$ cat config.mk
export PLATFORM = sky130hd
export DESIGN_NAME = ecc_mcc_check
export DESIGN_NICKNAME = d
export VERILOG_FILES = /design/src/hw/rtl/ecc_mcc_pkg.sv /design/src/hw/rtl/ecc_mcc_check.sv
export SDC_FILE = /design/constraint.sdc
export NUM_CORES = 1
export LEC_CHECK = 0
export BUFFER_PORTS_ARGS = -buffer_cell sky130_fd_sc_hd__buf_2
export CORE_MARGIN = 3
export CORE_UTILIZATION = 40
export CTS_BUF_LIST = sky130_fd_sc_hd__clkbuf_16
export CTS_CLUSTER_DIAMETER = 50
export CTS_CLUSTER_SIZE = 20
export DETAILED_ROUTE_END_ITERATION = 12
export PLACE_DENSITY = 0.79
export SETUP_SLACK_MARGIN = 0.02
export SYNTH_ARGS = -nofsm -noshare
export SYNTH_HDL_FRONTEND = slang
export SYNTH_SLANG_ARGS = --single-unit
$ cat constraint.sdc
create_clock -name clk -period 3.8 [get_ports clk]
set_input_delay 0.57 -clock clk [delete_from_list [all_inputs] [get_ports clk]]
set_output_delay 0.57 -clock clk [all_outputs]
set_load 0.005 [all_outputs]
$ cat src/hw/rtl/ecc_mcc_pkg.sv
`timescale 1ns / 1ps
// ----------------------------------------------------------------------------
// ecc_mcc_pkg
// Types, parity-tree masks, syndrome table and check function shared by the
// ECC check-and-correct block.
// ----------------------------------------------------------------------------
package ecc_mcc_pkg;

  localparam int DATA_W  = 32;
  localparam int DWA_W   = 15;
  localparam int CPUA_W  = 16;
  localparam int SYN_W   = 6;
  localparam int CB_W    = 7;
  localparam int STAT_W  = 16;
  localparam int PADDR_W = 4;
  localparam int PDATA_W = 32;

  // bank field of the status word: address bits above bit 14, none here
  localparam logic [1:0] STATUS_BANK = 2'b00;
  localparam logic [STAT_W-1:0] LATCH_RESET = '1;
  localparam logic [CB_W-1:0] CB_ZERO = '0;

  // configuration register indexes (byte address = 4 * index)
  typedef enum logic [1:0] {
    REG_SEW = 2'd0,
    REG_DEW = 2'd1,
    REG_CEN = 2'd2
  } reg_idx_t;

  typedef struct packed {
    logic                cmd;
    logic [DWA_W-1:0]    dw_address;
    logic [DATA_W-1:0]   data_word;
    logic [CPUA_W-1:0]   cpu_address;
  } in_item_t;

  typedef struct packed {
    logic [DATA_W-1:0]   data_out;
    logic                error_seen;
    logic                single_bit;
    logic                wake_request;
    logic [STAT_W-1:0]   status_word;
    logic [CPUA_W-1:0]   error_address;
  } out_item_t;

  // item held between the store read and the check
  typedef struct packed {
    logic                cmd;
    logic [DATA_W-1:0]   data_word;
    logic [CPUA_W-1:0]   cpu_address;
  } stage_t;

  typedef struct packed {
    logic single_error_wake_off;
    logic double_error_wake_off;
    logic correct_enable;
  } cfg_t;

  typedef struct packed {
    logic [SYN_W-1:0] syn;
    logic             perr;
  } chk_t;

  // WD(n) numbering: bit 31-n, WD00 is the MSB
  function automatic logic [DATA_W-1:0] wd(int n);
    return DATA_W'(1) << (DATA_W - 1 - n);
  endfunction

  localparam logic [DATA_W-1:0] M75 = wd(1) | wd(4) | wd(8) | wd(11) | wd(15) |
                                      wd(19) | wd(23) | wd(26) | wd(30);
  localparam logic [DATA_W-1:0] M76 = wd(0) | wd(3) | wd(6) | wd(10) | wd(13) |
                                      wd(17) | wd(21) | wd(25) | wd(28);
  localparam logic [DATA_W-1:0] M86 = wd(2) | wd(5) | wd(9) | wd(12) | wd(16) |
                                      wd(20) | wd(24) | wd(27) | wd(31);
  localparam logic [DATA_W-1:0] M64 = wd(1) | wd(2) | wd(3) | wd(7) | wd(8) |
                                      wd(9) | wd(10) | wd(14) | wd(15);
  localparam logic [DATA_W-1:0] M85 = wd(16) | wd(17) | wd(22) | wd(23) | wd(24) |
                                      wd(25) | wd(29) | wd(30) | wd(31);
  localparam logic [DATA_W-1:0] M66 = wd(4) | wd(5) | wd(6) | wd(7) | wd(8) |
                                      wd(9) | wd(10);
  localparam logic [DATA_W-1:0] M84 = wd(18) | wd(19) | wd(20) | wd(21) | wd(22) |
                                      wd(23) | wd(24) | wd(25);
  localparam logic [DATA_W-1:0] M63 = wd(11) | wd(12) | wd(13) | wd(14) | wd(15) |
                                      wd(16) | wd(17);
  localparam logic [DATA_W-1:0] M87 = wd(26) | wd(27) | wd(28) | wd(29) | wd(30) |
                                      wd(31);
  localparam logic [DATA_W-1:0] M54 = wd(0) | wd(1) | wd(2) | wd(3);

  // table entry: [5] names a bit, [4:0] data bit to flip
  localparam logic [5:0] SYN_NONE = 6'b0;

  function automatic logic [5:0] syn_hit(int n);
    return {1'b1, 5'(n)};
  endfunction

  localparam logic [5:0] SYN_TABLE [64] = '{
    SYN_NONE,   SYN_NONE,   SYN_NONE,   syn_hit(0),
    SYN_NONE,   syn_hit(1), syn_hit(2), syn_hit(3),
    SYN_NONE,   syn_hit(4), syn_hit(5), syn_hit(6),
    syn_hit(7), syn_hit(8), syn_hit(9), syn_hit(10),
    SYN_NONE,   syn_hit(11), syn_hit(12), syn_hit(13),
    syn_hit(14), syn_hit(15), syn_hit(16), syn_hit(17),
    SYN_NONE,   SYN_NONE,   SYN_NONE,   SYN_NONE,
    SYN_NONE,   syn_hit(1), SYN_NONE,   SYN_NONE,
    SYN_NONE,   syn_hit(26), syn_hit(27), syn_hit(28),
    syn_hit(29), syn_hit(30), syn_hit(31), SYN_NONE,
    SYN_NONE,   SYN_NONE,   SYN_NONE,   SYN_NONE,
    SYN_NONE,   syn_hit(1), SYN_NONE,   SYN_NONE,
    syn_hit(18), syn_hit(19), syn_hit(20), syn_hit(21),
    syn_hit(22), syn_hit(23), syn_hit(24), syn_hit(25),
    SYN_NONE,   SYN_NONE,   SYN_NONE,   SYN_NONE,
    SYN_NONE,   syn_hit(1), SYN_NONE,   SYN_NONE
  };

  // Syndrome and parity error of a data word against a check byte.
  // With a zero check byte the result is the check byte to store.
  function automatic chk_t ecc_check(logic [DATA_W-1:0] d, logic [CB_W-1:0] cb);
    logic h0, h1, h2, h3, h4, h5, rp;
    logic c0a, c0b, c1a, c2a, c2b, c3a, cpa, c34, c4a, cpb, h02;
    chk_t r;
    h0  = cb[6];
    h1  = cb[5];
    h2  = cb[4];
    h3  = cb[3];
    h4  = cb[2];
    h5  = cb[1];
    rp  = cb[0];
    c0a = ~(^(d & M75));
    c0b = ^(d & M76);
    c1a = ^(d & M86);
    c2a = ~(^(d & M64));
    c2b = ^(d & M85);
    h02 = h0 ^ h1 ^ h2;
    c3a = ~(^(d & M66) ^ h3);
    cpa = ~(^(d & M84));
    c34 = ~cpa;
    c4a = ~(^(d & M63) ^ h4);
    cpb = ^(d & M87) ^ h5;
    r.syn[5] = h0 ^ c0a ^ c0b;
    r.syn[4] = h1 ^ c1a ^ c0b;
    r.syn[3] = c2a ^ c2b ^ h2;
    r.syn[2] = c3a ^ c34;
    r.syn[1] = c4a ^ c34;
    r.syn[0] = ~cpb;
    r.perr   = c3a ^ c4a ^ cpa ^ cpb ^ h02 ^ (^(d & M54)) ^ rp;
    return r;
  endfunction

endpackage

$ cat src/hw/rtl/ecc_mcc_check.sv
`timescale 1ns / 1ps
// ----------------------------------------------------------------------------
// ecc_mcc_check
// Syndrome check of a read against its stored check byte, error
// classification, correction and first-error status latch.
// ----------------------------------------------------------------------------
module ecc_mcc_check
  import ecc_mcc_pkg::*;
(
  input  logic            clk,
  input  logic            rst,
  input  cfg_t            cfg,
  input  logic            take,
  input  stage_t          item,
  input  logic [CB_W-1:0] cb_stored,
  output out_item_t       result
);

  logic              error_latched;
  logic [STAT_W-1:0] latched_status;
  logic [CPUA_W-1:0] latched_address;
  logic [STAT_W-1:0] latched_status_next;
  logic [CPUA_W-1:0] latched_address_next;

  logic [CB_W-1:0]   cb;
  chk_t              chk;
  logic [5:0]        entry;
  logic              err;
  logic              single;
  logic              latch_set;

  assign cb    = item.cmd ? CB_ZERO : cb_stored;
  assign chk   = ecc_check(item.data_word, cb);
  assign entry = SYN_TABLE[chk.syn];
  assign err   = ~item.cmd & (chk.perr | (|chk.syn));
  assign single = err & entry[5];
  assign latch_set = take & err & ~error_latched;

  always_comb begin
    latched_status_next  = latched_status;
    latched_address_next = latched_address;
    if (latch_set) begin
      latched_status_next  = {cb[6:1], chk.perr, cb[0], chk.syn, STATUS_BANK};
      latched_address_next = item.cpu_address;
    end
  end

  always_comb begin
    result.data_out = item.data_word;
    if (single && cfg.correct_enable) begin
      result.data_out = item.data_word ^ (DATA_W'(1) << entry[4:0]);
    end
    result.error_seen    = err;
    result.single_bit    = single;
    result.wake_request  = err & (entry[5] ? ~cfg.single_error_wake_off
                                           : ~cfg.double_error_wake_off);
    result.status_word   = latched_status_next;
    result.error_address = latched_address_next;
  end

  always_ff @(posedge clk) begin
    if (rst) begin
      error_latched   <= 1'b0;
      latched_status  <= LATCH_RESET;
      latched_address <= LATCH_RESET;
    end else begin
      if (latch_set) begin
        error_latched <= 1'b1;
      end
      latched_status  <= latched_status_next;
      latched_address <= latched_address_next;
    end
  end

  a_latch_sticky: assert property (@(posedge clk) disable iff (rst)
    error_latched |=> error_latched)
    else $error("error latch cleared without reset");

  a_latch_frozen: assert property (@(posedge clk) disable iff (rst)
    error_latched |=> $stable(latched_status) && $stable(latched_address))
    else $error("latched status changed after first error");

  a_wake_needs_err: assert property (@(posedge clk) disable iff (rst)
    take && (result.wake_request || result.single_bit) |-> result.error_seen)
    else $error("wake or single-bit flag without error");

endmodule

==> results.json <==
{
  "synth_edf_count": 0,
  "die_x_um": 94.5,
  "firstDrtPassIters": 5,
  "grt_pass1_vias": 4249,
  "ant_nets": 0,
  "cts_tree": "done",
  "synth_fp_nets": 435,
  "cp_num_buf_inv": 7,
  "setup_viol": 66,
  "start_util_pct": 42.3,
  "tritoncts.num_buffers": 5,
  "syn-cell-area_sq_mm": 0.00313,
  "drtIter0Drc": 198,
  "syn-instance-count": 367,
  "drc": 0,
  "fmax_ghz": 0.224,
  "end_kind": "output pin",
  "postCtsHoldBufs": 0,
  "path_cells": "buf_2, buf_4, xnor2_2, xnor2_2, xnor2_2, buf_4, xor2_1, buf_4, buf_4, nand2_1, a31oi_1, o211ai_1, nor2_2, and3_4, buf_4, nand2_4, xnor2_2, buf_2",
  "combPwrFrac_pct": 86.8,
  "synth-seq-cells": 33,
  "place.gp.congestion": 0.952,
  "slowest_stage": "xnor2_2",
  "cp.arrival_ns": 3.90,
  "critical-path-max-stage-delay_ns": 0.33,
  "synth_warnings": 0,
  "crit_top_cell": "buf_4",
  "fillers": 330,
  "hp-class": "reg -> reg",
  "cts_root_buf": "clkbuf_16",
  "synth_ff_type": "dfxtp_1",
  "clk_pin_slew_worst_paths_ns": 0.05,
  "clock-sinks": 33,
  "grt_pass1_wl_mm": 21.0,
  "crit_type": "in -> out",
  "finalCritPeriodShare_pct": 118,
  "layout-drive-gt1-share_pct": 76.3,
  "cp-start-kind": "input port",
  "slew_headroom_pct": 68.9,
  "async_reset_ff_share_pct": 0,
  "finalHoldViolations": 0,
  "layout.nets": 691,
  "portBuffers": 128,
  "routedWlPerCell_um": 24.7,
  "syn_area_per_cell_sq_um": 8.54,
  "register_area_sq_um": 661,
  "totalWireLength_mm": 17.9,
  "clock_latency_ns": 0.27,
  "antenna_cells": 0,
  "die_area_sq_mm": 0.00893,
  "final_core_util_pct": 88.2,
  "area_growth_pct": 108,
  "cp_max_fo": 8,
  "drv_slew": 0,
  "ctsHtreeMaxLevel": 2,
  "maxCapViolCount": 0,
  "skew_ns": 0.00159,
  "cts_buffer_depth": 2,
  "rows": 31,
  "fin_crit_ns": 4.47,
  "pwr-share-seq_pct": 6.7,
  "finalPower_mw": 5.84,
  "violations": "negative setup slack",
  "power_density_mw_per_mm2": 894,
  "multi_input_area_sq_mm": 0.00354,
  "top_level_ports": 129,
  "worst_slack_ns": -0.673,
  "hpwl_mm": 8.43,
  "antenna_found_initial": 0,
  "rsz0062_at_grt": "yes",
  "grt_overflow": 0,
  "status": "finished, violations left",
  "power.internal_mw": 3.03,
  "p_leak_nw": 3.06,
  "required_ns": 3.23,
  "critPathTopFamily": "buffers and inverters",
  "tightest_slew_ns": 0.466,
  "grt_usage_pct": 30.3,
  "seq_area_frac_synth_pct": 21.1,
  "grt_max_degree": 34,
  "synth_cell_types": 47,
  "p_sw_mw": 2.81,
  "swShare_pct": 48.1,
  "avgViaCountPerCell": 5.73,
  "fp.dieH_um": 94.5,
  "via_count": 4144,
  "irDropWorstVdd_mv": 0.712,
  "core_area_sq_mm": 0.00741,
  "clockPowerShare_pct": 6.5
}
[power by group through the flow]
stage / logic (mW) / registers (mW) / clock network (mW)
2_1_floorplan: 1.51 / 0.388 / 0
3_3_place_gp: 2.82 / 0.389 / 0
3_5_place_dp: 2.85 / 0.390 / 0
4_1_cts: 4.09 / 0.387 / 0.376
5_1_grt: 5.24 / 0.396 / 0.391
6_report: 5.07 / 0.393 / 0.377
[through the flow]
step           setup slack [ns]  instance area (sq um)  setup TNS [ns]  cells  hold WS, ns
6_report                 -0.673                   6530          -27.11    723        0.475
3_5_place_dp             -0.573                   4570          -20.54    674        0.456
3_3_place_gp             -0.470                   4570          -16.65    674        0.444
2_1_floorplan            0.0211                   3140               0    367        0.428
5_1_grt                  -0.800                   6530          -33.88    723        0.500
4_1_cts                  -0.371                   5850          -11.72    712        0.470
[synthesized netlist by cell type (2+ instances only)]
cell type  number  area [sq um]
and2_1          3          18.8
xnor2_1        80           701
mux2_2          8          90.1
nand3b_1        2          15.0
a21oi_1         6          30.0
nor2_4          3          33.8
nor3_1         12          60.1
or2_1          14          87.6
a22o_1          2          17.5
dfxtp_1        33           661
buf_4           6          45.0
and3_1          5          31.3
nand3_1        17          85.1
o21ai_0        17          85.1
clkbuf_1        4          15.0
inv_1           3          11.3
mux2_1         10           113
o22ai_1         2          12.5
mux2i_1         2          20.0
nand2b_1        7          43.8
a21oi_2         2          17.5
nor2_1          9          33.8
ha_1            6          75.1
buf_2           5          25.0
xnor2_2         7           114
nand2_1        43           161
or2_2          18           113
o21ai_1         7          35.0
xor2_1         12           105
xnor3_1         5           113
[worst register-to-register path, cell delays in order, from the launching register on]
cell and delay, ns:
dfxtp_1 0.31, nand3b_1 0.20, buf_4 0.17, buf_12 0.14
mux2_4 0.31, buf_4 0.14, or2_2 0.26
[registers in the layout, summed over array words and instances, names as in the netlist]
name	count
latched_status	16
latched_address	16
error_latched	1
[metal layers]
layer / up-vias / wire, um / track usage (%)
met5: - / 0 / 0
met3: 165 / 1530 / 5.74
met1: 1916 / 5330 / 28.9
met2: 328 / 8910 / 58.1
li1: 1735 / - / -
met4: 0 / 2110 / 20.1
[placed cells by master, fill, tap and decap left out, types with 6 or more instances in the layout]
cell / n
nor2_4: 7
xnor2_2: 47
mux2_4: 18
buf_2: 102
xnor2_1: 33
nand3_2: 10
or2_1: 14
xor2_1: 9
buf_12: 9
buf_6: 44
buf_4: 104
or2_2: 18
nor3_1: 7
nand2_4: 20
xnor2_4: 7
dfxtp_1: 33
nand2_2: 8
o21ai_2: 13
nand2b_1: 6
nand2_1: 15
[repair_timing]
action,4_1_cts,5_1_grt
gates resized for setup,184,119
pin swaps,52,75
setup endpoints to repair,65,66
setup buffers,26,15
gates cloned,4,0
[layout make-up]
type,instances,area share [%]
Inverter,3,0.172
Clock inverter,3,0.211
Multi-Input combinational cell,316,54.2
Sequential cell,33,10.1
Timing Repair Buffer,264,31.5
Tap cell,99,1.90
Clock buffer,5,1.92
[cells by family (layout without fill, tap and decap cells)]
| kind of cell | after synthesis | count (layout) | share of synthesized area [%] |
|---|---|---|---|
| compound gates | 41 | 41 | 7.55 |
| fa+ha+maj | 6 | 6 | 2.40 |
| simple gates | 143 | 143 | 24.6 |
| buf+inv | 18 | 275 | 3.07 |
| xor+xnor | 106 | 106 | 34.2 |
| mux | 20 | 20 | 7.11 |
| flops | 33 | 33 | 21.1 |
[worst paths after layout]
path | from | end | slack [ns] | depth (start not counted)
max | item[24] | result[46] | -0.67 | 18
min | error_latched | error_latched | 0.48 | 2
max reg2reg | error_latched | latched_address[2] | 2.17 | 6
min reg2reg | error_latched | error_latched | 0.48 | 2
Power figures use the tool's default switching activity.
