### src/hw/rtl/ecc_mcc_pkg.sv
`timescale 1ns / 1ps
// ----------------------------------------------------------------------------
// ecc_mcc_pkg
// Types, parity-tree masks, syndrome table and check function shared by the
// ECC check-and-correct block.
// ----------------------------------------------------------------------------
package ecc_mcc_pkg;

  localparam int DATA_W  = 32;
  localparam int DWA_W   = 15;
  localparam int CPUA_W  = 16;
  localparam int SYN_W   = 6;
  localparam int CB_W    = 7;
  localparam int STAT_W  = 16;
  localparam int PADDR_W = 4;
  localparam int PDATA_W = 32;

  // bank field of the status word: address bits above bit 14, none here
  localparam logic [1:0] STATUS_BANK = 2'b00;
  localparam logic [STAT_W-1:0] LATCH_RESET = '1;
  localparam logic [CB_W-1:0] CB_ZERO = '0;

  // configuration register indexes (byte address = 4 * index)
  typedef enum logic [1:0] {
    REG_SEW = 2'd0,
    REG_DEW = 2'd1,
    REG_CEN = 2'd2
  } reg_idx_t;

  typedef struct packed {
    logic                cmd;
    logic [DWA_W-1:0]    dw_address;
    logic [DATA_W-1:0]   data_word;
    logic [CPUA_W-1:0]   cpu_address;
  } in_item_t;

  typedef struct packed {
    logic [DATA_W-1:0]   data_out;
    logic                error_seen;
    logic                single_bit;
    logic                wake_request;
    logic [STAT_W-1:0]   status_word;
    logic [CPUA_W-1:0]   error_address;
  } out_item_t;

  // item held between the store read and the check
  typedef struct packed {
    logic                cmd;
    logic [DATA_W-1:0]   data_word;
    logic [CPUA_W-1:0]   cpu_address;
  } stage_t;

  typedef struct packed {
    logic single_error_wake_off;
    logic double_error_wake_off;
    logic correct_enable;
  } cfg_t;

  typedef struct packed {
    logic [SYN_W-1:0] syn;
    logic             perr;
  } chk_t;

  // WD(n) numbering: bit 31-n, WD00 is the MSB
  function automatic logic [DATA_W-1:0] wd(int n);
    return DATA_W'(1) << (DATA_W - 1 - n);
  endfunction

  localparam logic [DATA_W-1:0] M75 = wd(1) | wd(4) | wd(8) | wd(11) | wd(15) |
                                      wd(19) | wd(23) | wd(26) | wd(30);
  localparam logic [DATA_W-1:0] M76 = wd(0) | wd(3) | wd(6) | wd(10) | wd(13) |
                                      wd(17) | wd(21) | wd(25) | wd(28);
  localparam logic [DATA_W-1:0] M86 = wd(2) | wd(5) | wd(9) | wd(12) | wd(16) |
                                      wd(20) | wd(24) | wd(27) | wd(31);
  localparam logic [DATA_W-1:0] M64 = wd(1) | wd(2) | wd(3) | wd(7) | wd(8) |
                                      wd(9) | wd(10) | wd(14) | wd(15);
  localparam logic [DATA_W-1:0] M85 = wd(16) | wd(17) | wd(22) | wd(23) | wd(24) |
                                      wd(25) | wd(29) | wd(30) | wd(31);
  localparam logic [DATA_W-1:0] M66 = wd(4) | wd(5) | wd(6) | wd(7) | wd(8) |
                                      wd(9) | wd(10);
  localparam logic [DATA_W-1:0] M84 = wd(18) | wd(19) | wd(20) | wd(21) | wd(22) |
                                      wd(23) | wd(24) | wd(25);
  localparam logic [DATA_W-1:0] M63 = wd(11) | wd(12) | wd(13) | wd(14) | wd(15) |
                                      wd(16) | wd(17);
  localparam logic [DATA_W-1:0] M87 = wd(26) | wd(27) | wd(28) | wd(29) | wd(30) |
                                      wd(31);
  localparam logic [DATA_W-1:0] M54 = wd(0) | wd(1) | wd(2) | wd(3);

  // table entry: [5] names a bit, [4:0] data bit to flip
  localparam logic [5:0] SYN_NONE = 6'b0;

  function automatic logic [5:0] syn_hit(int n);
    return {1'b1, 5'(n)};
  endfunction

  localparam logic [5:0] SYN_TABLE [64] = '{
    SYN_NONE,   SYN_NONE,   SYN_NONE,   syn_hit(0),
    SYN_NONE,   syn_hit(1), syn_hit(2), syn_hit(3),
    SYN_NONE,   syn_hit(4), syn_hit(5), syn_hit(6),
    syn_hit(7), syn_hit(8), syn_hit(9), syn_hit(10),
    SYN_NONE,   syn_hit(11), syn_hit(12), syn_hit(13),
    syn_hit(14), syn_hit(15), syn_hit(16), syn_hit(17),
    SYN_NONE,   SYN_NONE,   SYN_NONE,   SYN_NONE,
    SYN_NONE,   syn_hit(1), SYN_NONE,   SYN_NONE,
    SYN_NONE,   syn_hit(26), syn_hit(27), syn_hit(28),
    syn_hit(29), syn_hit(30), syn_hit(31), SYN_NONE,
    SYN_NONE,   SYN_NONE,   SYN_NONE,   SYN_NONE,
    SYN_NONE,   syn_hit(1), SYN_NONE,   SYN_NONE,
    syn_hit(18), syn_hit(19), syn_hit(20), syn_hit(21),
    syn_hit(22), syn_hit(23), syn_hit(24), syn_hit(25),
    SYN_NONE,   SYN_NONE,   SYN_NONE,   SYN_NONE,
    SYN_NONE,   syn_hit(1), SYN_NONE,   SYN_NONE
  };

  // Syndrome and parity error of a data word against a check byte.
  // With a zero check byte the result is the check byte to store.
  function automatic chk_t ecc_check(logic [DATA_W-1:0] d, logic [CB_W-1:0] cb);
    logic h0, h1, h2, h3, h4, h5, rp;
    logic c0a, c0b, c1a, c2a, c2b, c3a, cpa, c34, c4a, cpb, h02;
    chk_t r;
    h0  = cb[6];
    h1  = cb[5];
    h2  = cb[4];
    h3  = cb[3];
    h4  = cb[2];
    h5  = cb[1];
    rp  = cb[0];
    c0a = ~(^(d & M75));
    c0b = ^(d & M76);
    c1a = ^(d & M86);
    c2a = ~(^(d & M64));
    c2b = ^(d & M85);
    h02 = h0 ^ h1 ^ h2;
    c3a = ~(^(d & M66) ^ h3);
    cpa = ~(^(d & M84));
    c34 = ~cpa;
    c4a = ~(^(d & M63) ^ h4);
    cpb = ^(d & M87) ^ h5;
    r.syn[5] = h0 ^ c0a ^ c0b;
    r.syn[4] = h1 ^ c1a ^ c0b;
    r.syn[3] = c2a ^ c2b ^ h2;
    r.syn[2] = c3a ^ c34;
    r.syn[1] = c4a ^ c34;
    r.syn[0] = ~cpb;
    r.perr   = c3a ^ c4a ^ cpa ^ cpb ^ h02 ^ (^(d & M54)) ^ rp;
    return r;
  endfunction

endpackage

### src/hw/rtl/ecc_mcc_cfg.sv
`timescale 1ns / 1ps
// ----------------------------------------------------------------------------
// ecc_mcc_cfg
// APB register file: wake suppress bits and correction enable.
// ----------------------------------------------------------------------------
module ecc_mcc_cfg
  import ecc_mcc_pkg::*;
(
  input  logic               clk,
  input  logic               rst,
  input  logic               psel,
  input  logic               penable,
  input  logic               pwrite,
  input  logic [PADDR_W-1:0] paddr,
  input  logic [PDATA_W-1:0] pwdata,
  output logic [PDATA_W-1:0] prdata,
  output logic               pready,
  output cfg_t               cfg
);

  logic       wr_en;
  logic [1:0] reg_sel;

  assign pready  = 1'b1;
  assign wr_en   = psel & penable & pwrite & pready;
  assign reg_sel = paddr[PADDR_W-1:2];

  always_ff @(posedge clk) begin
    if (rst) begin
      cfg.single_error_wake_off <= 1'b1;
      cfg.double_error_wake_off <= 1'b1;
      cfg.correct_enable        <= 1'b1;
    end else if (wr_en) begin
      unique case (reg_sel)
        REG_SEW: cfg.single_error_wake_off <= pwdata[0];
        REG_DEW: cfg.double_error_wake_off <= pwdata[0];
        REG_CEN: cfg.correct_enable        <= pwdata[0];
        default: ;
      endcase
    end
  end

  always_comb begin
    prdata = '0;
    unique case (reg_sel)
      REG_SEW: prdata[0] = cfg.single_error_wake_off;
      REG_DEW: prdata[0] = cfg.double_error_wake_off;
      REG_CEN: prdata[0] = cfg.correct_enable;
      default: prdata    = '0;
    endcase
  end

endmodule

### config.mk
export PLATFORM = sky130hd
export DESIGN_NAME = ecc_mcc_cfg
export DESIGN_NICKNAME = d
export VERILOG_FILES = /design/src/hw/rtl/ecc_mcc_pkg.sv /design/src/hw/rtl/ecc_mcc_cfg.sv
export SDC_FILE = /design/constraint.sdc
export NUM_CORES = 1
export LEC_CHECK = 0
export BUFFER_PORTS_ARGS = -buffer_cell sky130_fd_sc_hd__buf_2
export CAP_MARGIN = 20
export CORE_MARGIN = 4
export CORE_UTILIZATION = 22
export CTS_CLUSTER_DIAMETER = 30
export DETAILED_ROUTE_END_ITERATION = 6
export GPL_TIMING_DRIVEN = 1
export PLACE_DENSITY = 0.74
export SLEW_MARGIN = 20
export SYNTH_ARGS = -nofsm -noshare
export SYNTH_HDL_FRONTEND = slang
export SYNTH_SLANG_ARGS = --single-unit
### constraint.sdc
create_clock -name clk -period 0.8 [get_ports clk]
set_input_delay 0.08 -clock clk [delete_from_list [all_inputs] [get_ports clk]]
set_output_delay 0.08 -clock clk [all_outputs]
set_load 0.02 [all_outputs]
==> flow_summary_export.csv, run 1 <==
group,metric,value,unit
run_status,status,"finished with violations",
run_status,violations,"setup timing",
clock_network,cts_tree,"yes",
synthesis,yosysMostFrequentCell,"buf_4",
timing,fin_ws,-198,ps
place,dp_hpwl,571,um
clock_network,clk_latency,230,ps
timing,setup_violations,3,
layout,n_antenna_cell,0,
floorplan,rows,15,
grt,grt_pass1_vias,191,
place,gp_congestion,0.644,
floorplan,die_area,2590,sq um
grt,grtUsageMet2,0.0652,
pwr,leakagePower,0.237,nW
synthesis,seq_area_frac_synth,0.149,
synthesis,synth_area_leaders,"buf_4 (59%), dfxtp_1 (15%), mux2i_1 (9.9%)",
floorplan,core_area,1730,sq um
synthesis,ys_seq_elements,3,
clock_network,cts.clk_slew.worst_paths,40,ps
synthesis,synth_top_area_cell,"buf_4",
clock_network,cts.sinks,3,
grt,gr-total-overflow,0,
layout,drive_gt1_frac,0.328,
clock_network,cts_root_buffer,"clkbuf_4",
setup_path,slowest_delay,340,ps
detailed_routing,vias_per_cell,2.97,
floorplan,fp.dieH,50.9,um
layout,area_growth_syn_to_layout,11.1,%
synthesis,avgSynthCellArea,7.77,sq um
clock_network,cts_made_buffers,3,
place,dpl_worst_slack,-30.6,ps
detailed_routing,wire_per_inst,7.36,um
worst_hold_path,hp-class,"in2reg",
synthesis,syn-instance-count,52,
pwr,p_clk_frac,0.435,
setup_path,cp_max_fo,3,
setup_path,arrival,920,ps
layout,final_nets,109,
timing,fin_skew,0,ps
setup_path,crit_chain,"mux2i_2 -> o21ai_2 -> buf_6",
grt,antenna_found_initial,0,
grt,grt_max_degree,5,
layout,top_register,"cfg",
floorplan,ios,77,
pwr,power.internal,0.370,mW
pwr,seqPwrFrac,0.239,
synthesis,synth_cell_types,12,
detailed_routing,drt_iter0_drc,1,
pwr,switchingPower,0.252,mW
grt,use_met3,0.0466,
detailed_routing,drt_wl_total,677,um
grt,grt.busiest_layer,"met4",
clock_network,cts_max_level,1,
setup_path,worstPathRequired,720,ps
synthesis,synth-edff-count,0,
layout,reg_top3,"cfg: 3 flops",
detailed_routing,drt.antenna.violating_nets,0,
grt,grt.total_usage,0.0490,
setup_path,crit_type,"reg2out",
place,numPlacedInstances,87,
pwr,vdd_drop_max,0.000317,V
detailed_routing,dr.pass1.iters,2,
timing,fmax,1000,MHz
synthesis,yosys.area.top_type_share,0.594,
synthesis,ys.flop_type,"dfxtp_1",
synthesis,ys_async_sr_fraction,0,
synthesis,ys_warn_count,0,
timing,hold_viol_final,0,
layout,largest_register_ffs,3,
grt,use_met1,0.0336,
place,portBuffers,11,
floorplan,start_util,0.234,
clock_network,holdBufCountCts,0,
clock_network,cts_buffer_depth,2,
timing,setup_tns,-379,ps
timing,rsz0062_at_grt,"yes",
floorplan,die_w,50.9,um
timing,slew_viol_final,0,
setup_path,critPathCaptureType,"output port",
layout,fin_cells,92,
job,cap_violations,0,
setup_path,slowest_stage,"dfxtp_4",
timing,period_share,1.25,
pwr,p_per_area,1380,nW/um^2
detailed_routing,drcViolationCount,0,
detailed_routing,vias,273,
pwr,p_comb_frac,0.326,
timing,min_period,998,ps
setup_path,start_kind,"flop",
synthesis,synthTopCellsByCount,"buf_4 (32), mux2i_1 (4), nor2_1 (4)",
synthesis,synthesis.area,404,sq um
grt,grt_first_pass_wirelength,759,um
pwr,p_sw_frac,0.405,
[what timing repair did]
action | in CTS | in global routing
gates resized for setup | 6 | 5
hold endpoints to repair | 0 | 0
buffers inserted | 0 | 1
pin swaps | 1 | 0
endpoints found under the setup margin | 4 | 4
[final timing paths]
path | startpoint | endpoint | slack (ps) | cells past startpoint
worst min-delay path | pwdata[0] | cfg[0] | 130 | 3
worst max register to register | cfg[1] | cfg[1] | 80 | 3
worst min register to register | cfg[2] | cfg[2] | 540 | 2
worst max-delay path | cfg[2] | prdata[0] | -200 | 3
[cells in the final DEF, fill, tap and decap left out]
| cell | count |
|---|---|
| mux2i_2 | 1 |
| dfxtp_4 | 2 |
| nand2_1 | 1 |
| clkbuf_1 | 1 |
| buf_6 | 5 |
| buf_2 | 7 |
| nand3_1 | 1 |
| clkbuf_4 | 3 |
| nor2b_2 | 1 |
| nor3b_1 | 1 |
| o21ai_2 | 1 |
| dfxtp_2 | 1 |
| mux2i_1 | 3 |
| nand4_1 | 1 |
| nor2_1 | 4 |
| conb_1 | 32 |
| buf_4 | 1 |
| nor3_1 | 1 |
[stage by stage]
step	total power, mW	util	hold WS [ps]	cell area, sq um
global placement	0.337	0.221	364	382
finish	0.622	0.260	131	449
CTS	0.628	0.246	138	424
floorplan	0.425	-	235	528
detailed placement	0.338	0.221	387	382
global route	0.679	0.260	147	449
[critical path, delay by kind of cell (launching register included)]
kind / cells / cell delay [ps]
flip-flops: 1 / 340
multiplexers: 1 / 150
AO/OA/AOI/OAI: 1 / 70
buffers and inverters: 1 / 130
[power groups by stage]
stage	clock [mW]	combinational, mW	sequential [mW]
after floorplan	0	0.273	0.153
after global placement	0	0.187	0.150
after detailed placement	0	0.188	0.150
after CTS	0.285	0.195	0.148
after global routing	0.315	0.216	0.148
final	0.271	0.203	0.149
[cells by family after synthesis]
family | Yosys count | synth area share
AOI/OAI and AO/OA | 1 | 0.0124
buffers and inverters | 32 | 0.594
DFF | 3 | 0.149
muxes | 4 | 0.0991
other | 2 | 0.0186
and+or+nand+nor | 10 | 0.127
[final cells by class]
cell class	instances	area, sq um
Timing Repair Buffer	13	98.8
Tap cell	25	31.3
Fill cell	197	1280
Sequential cell	3	68.8
Multi-Input combinational cell	47	224
Clock buffer	4	26.3
[per-layer routing]
metal	wire length, um	share of wire
met1	191	0.28
met4	9	0.013
met3	138	0.20
met2	337	0.50
met5	0	0
(Power assumes the default switching activity.)
==> inputs of run 2 (changes only) <==
clock period = 0.9 ns   (was 0.8 ns; I/O delays follow)
==> flow_summary_export.csv, run 2 (synthesized netlist as in run 1, its figures left out) <==
group,metric,value,unit
run_status,status,"finished with violations",
run_status,violations,"setup timing",
floorplan,die_w,50.9,um
setup_path,reg2regPathDepth,2,
clock_network,clk_latency,230,ps
layout,fillerInstances,208,
timing,rsz0062_at_grt,"yes",
floorplan,start_util,0.234,
clock_network,cts_tree,"yes",
timing,fmax,994,MHz
clock_network,cts_max_level,1,
floorplan,core_area,1730,sq um
setup_path,crit_chain,"mux2i_2 -> o21ai_2 -> buf_6",
layout,n_antenna_cell,0,
detailed_routing,vias,272,
layout,top_register,"cfg",
pwr,power.total,0.548,mW
layout,final_nets,107,
place,dpl_cell_area,367,sq um
grt,grt.total_usage,0.0496,
worst_hold_path,hp-class,"in2reg",
place,dp_hpwl,636,um
floorplan,ios,77,
timing,min_period,1010,ps
setup_path,r2r-start,"cfg[0]",
detailed_routing,dr.pass1.iters,4,
layout,reg_top3,"cfg: 3 flops",
floorplan,rows,15,
setup_path,critPathTopFamily,"flip-flops",
setup_path,reg2reg_to,"cfg[0]",
timing,setup_violations,1,
pwr,p_per_area,1350,nW/um^2
setup_path,cp_max_fo,3,
timing,slew_viol_final,0,
setup_path,r2r_slack,260,ps
setup_path,slowest_delay,320,ps
pwr,leakagePower,0.216,nW
worst_hold_path,hold_depth,3,
timing,hold-worst-slack,156,ps
worst_hold_path,holdCritStartpoint,"pwdata[0]",
layout,largest_register_ffs,3,
setup_path,slowest_stage,"dfxtp_2",
setup_path,timing.critical_path.buf_inv,1,
clock_network,cts.sinks,3,
clock_network,holdBufCountCts,0,
clock_network,cts_buffer_depth,2,
worst_hold_path,hold_path_end,"cfg[0]",
layout,layout_commonest_cell,"conb_1",
clock_network,cts_made_buffers,3,
layout,area_growth_syn_to_layout,0.310,%
place,portBuffers,11,
floorplan,fp.dieH,50.9,um
detailed_routing,drt_wl_total,705,um
setup_path,start_kind,"flop",
clock_network,cts_root_buffer,"clkbuf_4",
pwr,vdd_drop_max,0.000492,V
grt,grt_pass1_vias,212,
grt,gr-total-overflow,0,
layout,stdcell_area,405,sq um
grt,antenna_found_initial,0,
layout,drive_gt1_frac,0.292,
setup_path,worstPathRequired,810,ps
timing,period_share,1.12,
job,cap_violations,0,
grt,grt_max_degree,5,
detailed_routing,wire_per_inst,7.83,um
clock_network,cts.clk_slew.worst_paths,30,ps
layout,mostFrequentLayoutCells,"conb_1 (32), buf_2 (10), nor2_1 (4)",
floorplan,die_area,2590,sq um
detailed_routing,drt_iter0_drc,5,
detailed_routing,drcViolationCount,0,
timing,fin_skew,0,ps
setup_path,arrival,920,ps
grt,grt_first_pass_wirelength,890,um
layout,fin_util,0.235,
setup_path,critPathCaptureType,"output port",
detailed_routing,drt.antenna.violating_nets,0,
timing,fin_ws,-106,ps
place,gp_congestion,0.672,
clock_network,post_cts_buffers,0,
setup_path,crit_type,"reg2out",
timing,hold_viol_final,0,
detailed_routing,vias_per_cell,3.02,
## run 2: changes by cell type in the layout (fill, tap and decap cells not counted)
cell and delta:
buf_6 -4, buf_2 +3, dfxtp_4 -2, buf_4 -1, dfxtp_1 +1, dfxtp_2 +1
## run 2: layout make-up
cell class              instances  area [sq um]  share of cell area
repair buffers                 11          61.3               0.151
multi-input cells              47           224               0.552
flip-flops and latches          3          62.6               0.154
well taps                      25          31.3              0.0772
clock buffers                   4          26.3              0.0648
## run 2: repair_timing
action,in CTS,in global routing
cloned,0,0
gates resized for setup,4,1
endpoints found under the setup margin,1,1
## run 2: per-layer routing
metal,wire (um),up-vias,global-route usage
met3,147,4,0.0204
met2,265,29,0.0652
met5,0,-,0
li1,-,127,-
met4,28,0,0.0673
met1,263,112,0.0512
## run 2: worst max path at each step
| stage | startpoint | end | slack [ps] | cells past startpoint |
|---|---|---|---|---|
| after floorplan | cfg[1] | prdata[0] | 20 | 2 |
| after global placement | pwrite | cfg[1] | 100 | 4 |
| after detailed placement | pwrite | cfg[1] | 60 | 4 |
| after CTS | cfg[1] | prdata[0] | -140 | 3 |
| after global routing | cfg[1] | prdata[0] | -150 | 3 |
| final | cfg[2] | prdata[0] | -110 | 3 |
## run 2: worst min-delay path: cells and delay by family
kind          cells  cell delay (ps)
buf+inv           1               70
mux               1              120
simple gates      1               50
## run 2: metrics by stage
step	instances	setup WS, ps	setup TNS, ps
after floorplan	82	15.1	0
after global placement	86	99.7	0
after detailed placement	86	56.3	0
after CTS	90	-138	-138
after global routing	90	-151	-151
final	90	-106	-106
## run 2: power by group
part / internal, mW / switching [mW] / total, mW / leakage [nW]
registers: 0.136 / 0.00159 / 0.137 / 0.0234
logic: 0.0284 / 0.149 / 0.177 / 0.177
clock network: 0.166 / 0.0678 / 0.234 / 0.0150
